`config.mk`:
```
export PLATFORM = sky130hd
export DESIGN_NAME = signed_binary_to_decimal_ascii_top
export DESIGN_NICKNAME = d
export VERILOG_FILES = /design/src/design/sbdc_pkg.sv /design/src/design/sbdc_cell.sv /design/src/design/sbdc_chain.sv /design/src/design/signed_binary_to_decimal_ascii_top.sv
export SDC_FILE = /design/constraint.sdc
export NUM_CORES = 1
export LEC_CHECK = 0
export CAP_MARGIN = 40
export CORE_MARGIN = 2
export CORE_UTILIZATION = 40
export CTS_CLUSTER_DIAMETER = 100
export DETAILED_ROUTE_END_ITERATION = 6
export DONT_BUFFER_PORTS = 1
export PLACE_DENSITY = 0.65
export SLEW_MARGIN = 10
export SYNTH_ARGS = -nofsm -noshare
export SYNTH_HDL_FRONTEND = slang
export SYNTH_HIERARCHICAL = 1
export SYNTH_SLANG_ARGS = --single-unit
```
`constraint.sdc`:
```
create_clock -name clk -period 3 [get_ports clk]
set_input_delay 0.3 -clock clk [delete_from_list [all_inputs] [get_ports clk]]
set_output_delay 0.3 -clock clk [all_outputs]
set_load 0.01 [all_outputs]
```
`src/design/sbdc_pkg.sv`:
```
// Package of types and constants for the binary to decimal text converter.
package sbdc_pkg;

	localparam int VALUE_BITS   = 32;
	localparam int IN_VALUE_W   = 32;
	// Decimal digits needed for the largest magnitude: floor(N * log10(2)) + 1.
	localparam int NUM_DIGITS   = (VALUE_BITS * 30103) / 100000 + 1;
	localparam int BIT_CNT_W    = $clog2(VALUE_BITS);
	localparam int REM_W        = $clog2(NUM_DIGITS + 1);
	localparam int IDX_W        = $clog2(NUM_DIGITS + 2);
	localparam int CHAR_W       = 7;
	localparam int CHAR_INDEX_W = 4;

	localparam logic [CHAR_W-1:0] CH_ZERO  = 7'd48;
	localparam logic [CHAR_W-1:0] CH_MINUS = 7'd45;
	localparam logic [3:0]        RADIX    = 4'd10;
	// Double-dabble correction: a digit of RADIX/2 or more gets RADIX/2 - 2 added.
	localparam logic [3:0]        DIGIT_ADJ_MIN = RADIX >> 1;
	localparam logic [3:0]        DIGIT_ADJ     = (RADIX >> 1) - 4'd2;

	typedef struct packed {
		logic [IN_VALUE_W-1:0] value;
		logic                  is_signed;
	} in_item_t;

	typedef struct packed {
		logic [CHAR_W-1:0]       character;
		logic [CHAR_INDEX_W-1:0] char_index;
		logic                    last;
		logic [CHAR_INDEX_W-1:0] char_count;
	} res_item_t;

	typedef struct packed {
		logic clear;
		logic step;
		logic shift;
	} cell_ctrl_t;

endpackage

```
`src/design/sbdc_cell.sv`:
```
// One BCD digit cell: clear, double-dabble step or digit shift towards the top.
module sbdc_cell import sbdc_pkg::*; (
	input  logic       clk,
	input  cell_ctrl_t ctrl,
	input  logic       bit_in,
	input  logic [3:0] digit_in,
	output logic       carry_out,
	output logic [3:0] digit
);

	logic [3:0] digit_q;
	logic [3:0] adj;

	assign adj       = (digit_q >= DIGIT_ADJ_MIN) ? (digit_q + DIGIT_ADJ) : digit_q;
	assign carry_out = adj[3];
	assign digit     = digit_q;

	always_ff @(posedge clk) begin
		if (ctrl.clear) begin
			digit_q <= 4'd0;
		end else if (ctrl.step) begin
			digit_q <= {adj[2:0], bit_in};
		end else if (ctrl.shift) begin
			digit_q <= digit_in;
		end
	end

endmodule

```
`src/design/sbdc_chain.sv`:
```
// Row of BCD digit cells, least significant digit at index zero.
module sbdc_chain import sbdc_pkg::*; (
	input  logic       clk,
	input  cell_ctrl_t ctrl,
	input  logic       bit_in,
	output logic [3:0] top_digit
);

	logic [NUM_DIGITS-1:0] carry;
	logic [3:0]            digit [NUM_DIGITS];

	for (genvar i = 0; i < NUM_DIGITS; i++) begin : g_cell
		if (i == 0) begin : g_bottom
			sbdc_cell u_cell (
				.clk       (clk),
				.ctrl      (ctrl),
				.bit_in    (bit_in),
				.digit_in  (4'd0),
				.carry_out (carry[i]),
				.digit     (digit[i])
			);
		end else begin : g_upper
			sbdc_cell u_cell (
				.clk       (clk),
				.ctrl      (ctrl),
				.bit_in    (carry[i-1]),
				.digit_in  (digit[i-1]),
				.carry_out (carry[i]),
				.digit     (digit[i])
			);
		end
	end

	assign top_digit = digit[NUM_DIGITS-1];

endmodule

```
`src/design/signed_binary_to_decimal_ascii_top.sv`:
```
// Converts a signed or unsigned binary value into its decimal ASCII text, one character per item.
// The block works on one number at a time. After an item is accepted, the magnitude is shifted
// one bit per cycle into a row of BCD digit cells, leading zero digits are then shifted out at
// one per cycle, and the characters leave one per cycle while the output is not stalled, minus
// sign first. The last character sits in an output register, so the next number is accepted
// while it waits to be taken.
module signed_binary_to_decimal_ascii_top import sbdc_pkg::*; (
	input  logic      clk,
	input  logic      arst_n,
	input  logic      item_valid,
	output logic      item_ready,
	input  in_item_t  item,
	output logic      result_valid,
	input  logic      result_ready,
	output res_item_t result
);

	typedef enum logic [2:0] {
		ST_IDLE,
		ST_CONV,
		ST_SKIP,
		ST_SIGN,
		ST_EMIT
	} state_t;

	state_t                state_q;
	logic [VALUE_BITS-1:0] mag_q;
	logic                  neg_q;
	logic [BIT_CNT_W-1:0]  bit_cnt_q;
	logic [REM_W-1:0]      rem_q;
	logic [IDX_W-1:0]      pos_q;
	logic                  result_valid_q;
	res_item_t             result_q;

	logic [VALUE_BITS-1:0] v_in;
	logic                  neg_in;
	logic [VALUE_BITS-1:0] mag_in;
	logic                  accept;
	logic                  out_free;
	logic                  emit_now;
	logic                  skip_now;
	logic                  last_now;
	logic [3:0]            top_digit;
	cell_ctrl_t            ctrl;

	assign v_in     = VALUE_BITS'(item.value);
	assign neg_in   = item.is_signed & v_in[VALUE_BITS-1];
	assign mag_in   = neg_in ? (~v_in + VALUE_BITS'(1)) : v_in;
	assign item_ready = (state_q == ST_IDLE);
	assign accept   = item_valid & item_ready;
	assign out_free = ~result_valid_q | result_ready;
	assign emit_now = out_free && ((state_q == ST_SIGN) || (state_q == ST_EMIT));
	assign skip_now = (top_digit == 4'd0) && (rem_q != REM_W'(1));
	assign last_now = (rem_q == REM_W'(1));

	assign ctrl.clear = accept;
	assign ctrl.step  = (state_q == ST_CONV);
	assign ctrl.shift = ((state_q == ST_SKIP) && skip_now) || ((state_q == ST_EMIT) && out_free);

	sbdc_chain u_chain (
		.clk       (clk),
		.ctrl      (ctrl),
		.bit_in    (mag_q[VALUE_BITS-1]),
		.top_digit (top_digit)
	);

	always_ff @(posedge clk or negedge arst_n) begin
		if (!arst_n) begin
			state_q        <= ST_IDLE;
			mag_q          <= '0;
			neg_q          <= 1'b0;
			bit_cnt_q      <= '0;
			rem_q          <= '0;
			pos_q          <= '0;
			result_valid_q <= 1'b0;
			result_q       <= '0;
		end else begin
			if (emit_now) begin
				result_valid_q <= 1'b1;
			end else if (result_ready) begin
				result_valid_q <= 1'b0;
			end
			case (state_q)
				ST_IDLE: begin
					if (accept) begin
						mag_q     <= mag_in;
						neg_q     <= neg_in;
						bit_cnt_q <= BIT_CNT_W'(VALUE_BITS - 1);
						state_q   <= ST_CONV;
					end
				end
				ST_CONV: begin
					mag_q <= mag_q << 1;
					if (bit_cnt_q == '0) begin
						rem_q   <= REM_W'(NUM_DIGITS);
						state_q <= ST_SKIP;
					end else begin
						bit_cnt_q <= bit_cnt_q - BIT_CNT_W'(1);
					end
				end
				ST_SKIP: begin
					pos_q <= '0;
					if (skip_now) begin
						rem_q <= rem_q - REM_W'(1);
					end else begin
						state_q <= neg_q ? ST_SIGN : ST_EMIT;
					end
				end
				ST_SIGN: begin
					if (out_free) begin
						result_q.character  <= CH_MINUS;
						result_q.char_index <= '0;
						result_q.last       <= 1'b0;
						result_q.char_count <= '0;
						pos_q               <= IDX_W'(1);
						state_q             <= ST_EMIT;
					end
				end
				ST_EMIT: begin
					if (out_free) begin
						result_q.character  <= CH_ZERO + CHAR_W'(top_digit);
						result_q.char_index <= CHAR_INDEX_W'(pos_q);
						result_q.last       <= last_now;
						result_q.char_count <= last_now ?
							CHAR_INDEX_W'(pos_q + IDX_W'(1)) : '0;
						rem_q               <= rem_q - REM_W'(1);
						pos_q               <= pos_q + IDX_W'(1);
						if (last_now) begin
							state_q <= ST_IDLE;
						end
					end
				end
				default: begin
					state_q <= ST_IDLE;
				end
			endcase
		end
	end

	assign result_valid = result_valid_q;
	assign result       = result_q;

endmodule

```
### Word level (Yosys, flattened, before mapping)

Cells that the tools add are included.

| word-level totals | value |
|---|---|
| bits in registers | 106 |
| output and inout port bits | 18 |

| cells by class | value |
|---|---|
| add/sub/neg operators | 15 |
| $lt $le $gt $ge | 10 |
| eq/ne operators | 14 |
| multiplexer cells | 57 |
| bitwise operators | 5 |
| reduce and logical (&&, ||, !) cells | 22 |

Operators with widths:

| operator | count |
|---|---|
| 2-to-1 mux 4 bit | 35 |
| 2-to-1 mux 32 bit | 2 |
| one-hot mux 32 bit (2 select lines) | 1 |
| greater-or-equal comparator 4 x 3 -> 1 bit, second input constant | 10 |
| adder 4 x 2 -> 4 bit, second input constant | 9 |
| adder 32 x 1 -> 32 bit, second input constant | 1 |
| 2-to-1 mux 16 bit | 2 |
| inverter 32 bit | 1 |
| one-hot mux 16 bit (2 select lines) | 1 |
| 2-to-1 mux 3 bit | 8 |
| one-hot mux 4 bit (3 select lines) | 2 |
| one-hot mux 3 bit (5 select lines) | 1 |
| inequality test 2 bit, second input constant | 6 |
| 2-to-1 mux 5 bit | 2 |
| one-hot mux 5 bit (2 select lines) | 1 |
| AND reduction 3 bit | 3 |
| nonzero test 2 bit | 4 |
| adder 6 x 4 -> 7 bit, first input constant | 1 |
| == test 3 x 2 -> 1 bit, second input constant | 2 |
| AND reduction 6 bit | 1 |
| nonzero test 3 bit | 2 |
| zero test 5 bit | 1 |
| subtractor 5 x 1 -> 5 bit, second input constant | 1 |
| adder 4 x 1 -> 4 bit, second input constant | 1 |
| 17 further kinds | 25 |

### Logic depth before layout (Yosys ltp)

| logic depth | value |
|---|---|
| word-level depth | 6 |
| gate-level depth with buffers | 10 |
| depth with buffers taken out | 10 |

### Modules after synthesis

Netlist, hierarchy kept.

By module, submodules not included:

| module | instances | cells each | area each (sq um) |
|---|---|---|---|
| signed_binary_to_decimal_ascii_top | 1 | 383 | 3742.3 |
| sbdc_cell | 10 | 35 | 280.3 |
| sbdc_chain | 1 | 1 | 3.8 |

### Worst setup path before layout

OpenSTA, ideal clock, no wires.

| timing path | value |
|---|---|
| kind | flip-flop to flip-flop |
| from | reg u_chain.g_cell[9].g_upper.u_cell.digit_q[3] |
| to | reg u_chain.g_cell[1].g_upper.u_cell.digit_q[0] |
| setup time | 152 ps |
| arrival | 3105 ps |
| required time | 2848 ps |
| slack | -257 ps |
| stages on the path, launching flop included | 9 |
| buffers on the path | 0 |
| clock period less this slack | 3257 ps |
| cells stage by stage | dfxtp_1 > or4_1 > nor2_1 > nand3b_1 > a21oi_2 > mux2i_1 > nor2_1 > a21oi_1 > nor2_1 |

RTL lines:

| what | RTL line | RTL |
|---|---|---|
| start, declared | sbdc_cell.sv:11 | `logic [3:0] digit_q;` |
| start signal, assigned | sbdc_cell.sv:22 | `digit_q <= {adj[2:0], bit_in};` |
| start signal, assigned | sbdc_cell.sv:24 | `digit_q <= digit_in;` |
| end signal, assigned | sbdc_cell.sv:22 |  |
| end signal, assigned | sbdc_cell.sv:24 |  |
| end, declared | sbdc_cell.sv:11 |  |

==> impl_metrics.prom <==
# TYPE chip_impl_metric gauge
chip_impl_metric{name="final_antenna_net_count",unit=""} 0
chip_impl_metric{name="global_route_total_overflow",unit=""} 0
chip_impl_metric{name="finalSetupViolCount",unit=""} 0
chip_impl_metric{name="core_area",unit="sq um"} 15900
chip_impl_info{name="critical_path.reg2reg.endpoint",value="u_chain/g_cell[6].g_upper.u_cell/digit[0]$_SDFFE_PP0P_"} 1
chip_impl_info{name="critical-path-top-cell-by-count",value="nor2_1"} 1
chip_impl_metric{name="die-width",unit="um"} 132
chip_impl_info{name="cts_root_buf",value="clkbuf_16"} 1
chip_impl_metric{name="cts_max_level",unit=""} 3
chip_impl_metric{name="postPlaceCellArea",unit="sq um"} 6710
chip_impl_info{name="cp_cell_sequence",value="or4_1, nor2_1, nand3b_1, a21oi_4, buf_12, mux2i_1, nor2_1, a21oi_1, nor2_1"} 1
chip_impl_metric{name="cp_data_arrival_time",unit="ps"} 2620
chip_impl_metric{name="postRouteWirelength",unit="um"} 13500
chip_impl_metric{name="cts-buffers-inserted",unit=""} 9
chip_impl_metric{name="final_cell_area",unit="sq um"} 7030
chip_impl_metric{name="route.vias.total",unit=""} 5248
chip_impl_metric{name="critPathMaxFanout",unit=""} 52
chip_impl_info{name="min_path_type",value="input pin to register"} 1
chip_impl_metric{name="cts.clk_slew.worst_paths",unit="ps"} 70
chip_impl_metric{name="post_synth_inst_count",unit=""} 730
chip_impl_metric{name="critical_path_cell_count",unit=""} 9
chip_impl_metric{name="portBuffers",unit=""} 0
chip_impl_metric{name="required",unit="ps"} 3230
chip_impl_metric{name="critical-path-max-stage-delay",unit="ps"} 580
chip_impl_metric{name="hold_viol_final",unit=""} 0
chip_impl_info{name="setup.worst_path.start_class",value="register"} 1
chip_impl_metric{name="gr-usage-all-layers",unit=""} 0.161
chip_impl_metric{name="synth_area_per_cell",unit="sq um"} 8.94
chip_impl_metric{name="cap_viol_max_count",unit=""} 0
chip_impl_metric{name="die_height",unit="um"} 132
chip_impl_metric{name="regToRegSetupSlack",unit="ps"} 610
chip_impl_metric{name="dp.cells",unit=""} 923
chip_impl_info{name="crit_type",value="register to register"} 1
chip_impl_metric{name="timing.final.max_slew_violations",unit=""} 0
chip_impl_metric{name="layout_cells_sized_above_1",unit=""} 0.0786
chip_impl_info{name="crit_family",value="simple AND/OR/NAND/NOR gates"} 1
chip_impl_info{name="max_stage_delay_cell_worst_path",value="or4_1"} 1
chip_impl_metric{name="gp_congestion",unit=""} 0.794
chip_impl_metric{name="slew_headroom",unit=""} 0.498
chip_impl_metric{name="worst_clock_skew",unit="ps"} 3.52
chip_impl_metric{name="final_core_util",unit=""} 0.441
chip_impl_metric{name="netlist_area",unit="sq um"} 6530
chip_impl_metric{name="drt_pre_antenna_iters",unit=""} 5
chip_impl_metric{name="clk_path_buf_depth",unit=""} 2
chip_impl_metric{name="min_period_over_period",unit=""} 0.798
chip_impl_info{name="critical_path.endpoint",value="u_chain/g_cell[6].g_upper.u_cell/digit[0]$_SDFFE_PP0P_"} 1
chip_impl_info{name="tritoncts_clock_tree",value="done"} 1
chip_impl_metric{name="max_freq",unit="GHz"} 0.418
chip_impl_metric{name="worst_ir_drop_vdd",unit="V"} 0.000391
chip_impl_metric{name="drt_first_iter_violations",unit=""} 372
chip_impl_info{name="most-common-layout-cells",value="69 x o21ai_0, 66 x nand2_1, 65 x dfrtp_1"} 1
chip_impl_metric{name="route.detailed.drc",unit=""} 0
chip_impl_metric{name="num_antenna_cells",unit=""} 0
chip_impl_metric{name="critical_path.n_buffers_inverters",unit=""} 1
chip_impl_metric{name="route.detailed.vias_per_inst",unit=""} 5.58
chip_impl_info{name="timing.critical_path.to_type",value="register"} 1
chip_impl_metric{name="grt_antenna_before_repair",unit=""} 0
chip_impl_metric{name="clkLatencyLatePin",unit="ps"} 350
chip_impl_metric{name="layout_min_cycle_time",unit="ps"} 2390
chip_impl_metric{name="num-nets-final",unit=""} 782
chip_impl_metric{name="clkSinkCount",unit=""} 105
chip_impl_metric{name="worstRegToRegCells",unit=""} 9
chip_impl_metric{name="boundaryPins",unit=""} 55
chip_impl_info{name="timing.critical_path.from",value="u_chain/g_cell[9].g_upper.u_cell/digit[2]$_SDFFE_PP0P_"} 1
chip_impl_metric{name="grt_max_degree",unit=""} 74
chip_impl_metric{name="post_cts_setup_buffer_count",unit=""} 0
chip_impl_metric{name="placementRows",unit=""} 46
chip_impl_metric{name="ys.warnings.count",unit=""} 6
chip_impl_metric{name="finalNonFillerCells",unit=""} 941
chip_impl_info{name="rr_startpoint",value="u_chain/g_cell[9].g_upper.u_cell/digit[2]$_SDFFE_PP0P_"} 1
chip_impl_metric{name="p_per_area",unit="nW/um^2"} 948
chip_impl_metric{name="final.hold.worst_slack",unit="ps"} 95.5
chip_impl_metric{name="fin_tns_setup",unit="ps"} 0
chip_impl_metric{name="multi_input_area",unit="sq um"} 3800
chip_impl_metric{name="die_area",unit="sq um"} 17400
chip_impl_metric{name="number_of_global_route_vias_before_repair",unit=""} 4846
chip_impl_info{name="result_of_the_run",value="finished, final reports clean"} 1
chip_impl_metric{name="starting_density_of_the_core",unit=""} 0.409
chip_impl_metric{name="area_delta_synth_final",unit="%"} 7.69
chip_impl_metric{name="worst-slew-pin-transition",unit="ps"} 753
chip_impl_metric{name="num-fill-cells",unit=""} 1527
chip_impl_metric{name="wl_per_cell",unit="um"} 14.3
chip_impl_metric{name="regArea",unit="sq um"} 2430
chip_impl_info{name="unrepaired_setup_endpoints_after_global_routing",value="no"} 1
chip_impl_metric{name="global_route_wire_length_before_repair",unit="um"} 23800
chip_impl_metric{name="leakage",unit="nW"} 2.73
chip_impl_info{name="most_common_cell_after_layout_fill_and_taps_aside",value="o21ai_0"} 1
chip_impl_metric{name="dp.final_hpwl",unit="um"} 9070
chip_impl_metric{name="post_cts_resize_count",unit=""} 0
-- stage by stage --
stage	worst slack, ps	power (mW)
3_5_place_dp	631	5.53
5_1_grt	382	7.32
3_3_place_gp	667	5.48
6_report	606	6.66
4_1_cts	609	6.72
2_1_floorplan	271	5.00
-- power breakdown --
group	internal, mW	switching (mW)	total, mW
registers	2.01	0.628	2.64
logic	1.38	1.51	2.89
clock network	0.581	0.549	1.13
total	3.97	2.69	6.66
-- worst min-delay path by stage --
stage,startpoint,endpoint,cells past startpoint,slack [ps]
4_1_cts,item[30],mag_q[29]$_DFFE_PN0P_,2,80
5_1_grt,item[32],mag_q[31]$_DFFE_PN0P_,1,70
3_3_place_gp,arst_n,result[7]$_DFFE_PN0P_,0,6
6_report,item[30],mag_q[29]$_DFFE_PN0P_,2,100
2_1_floorplan,arst_n,bit_cnt_q[0]$_DFFE_PN0P_,0,4
3_5_place_dp,arst_n,result[14]$_DFFE_PN0P_,0,5
-- layer usage --
metal | global-route usage | wire, um | share of wire | vias up
met5 | 0 | 0 | 0 | -
met4 | 0.0338 | 106 | 0.0079 | 0
met3 | 0.0496 | 708 | 0.052 | 7
met2 | 0.250 | 6260 | 0.46 | 78
met1 | 0.222 | 6420 | 0.48 | 2487
li1 | - | - | - | 2676
-- area by class of cell --
type / instances / share of cell area
sequential: 105 / 0.345
clock buffer: 11 / 0.0331
inverter: 29 / 0.0158
clock inverter: 5 / 0.00659
tap: 216 / 0.0384
timing repair buffer: 9 / 0.0199
multi-input combinational: 566 / 0.541
-- sequential cells by signal (all words and copies together), names as in the netlist --
name	flops
pos_q	4
result_valid	1
rem_q	4
u_chain/g_cell.g_upper.u_cell/digit	36
bit_cnt_q	5
mag_q	32
result	15
u_chain/g_cell.g_bottom.u_cell/digit	4
state_q	3
neg_q	1
-- worst reg2reg max path, stage by stage, from the launching register on --
cell      delay, ps
dfxtp_1         360
or4_1           580
nor2_1          240
nand3b_1        160
a21oi_4         190
buf_12          270
mux2i_1         260
nor2_1           50
a21oi_1         120
nor2_1           50
-- timing repair --
| action | CTS | global route |
|---|---|---|
| hold buffers | 2 | 0 |
| setup endpoints to repair | 0 | 0 |
| hold endpoints to repair | 65 | 0 |
No activity file was read; power rests on OpenSTA's default activity.
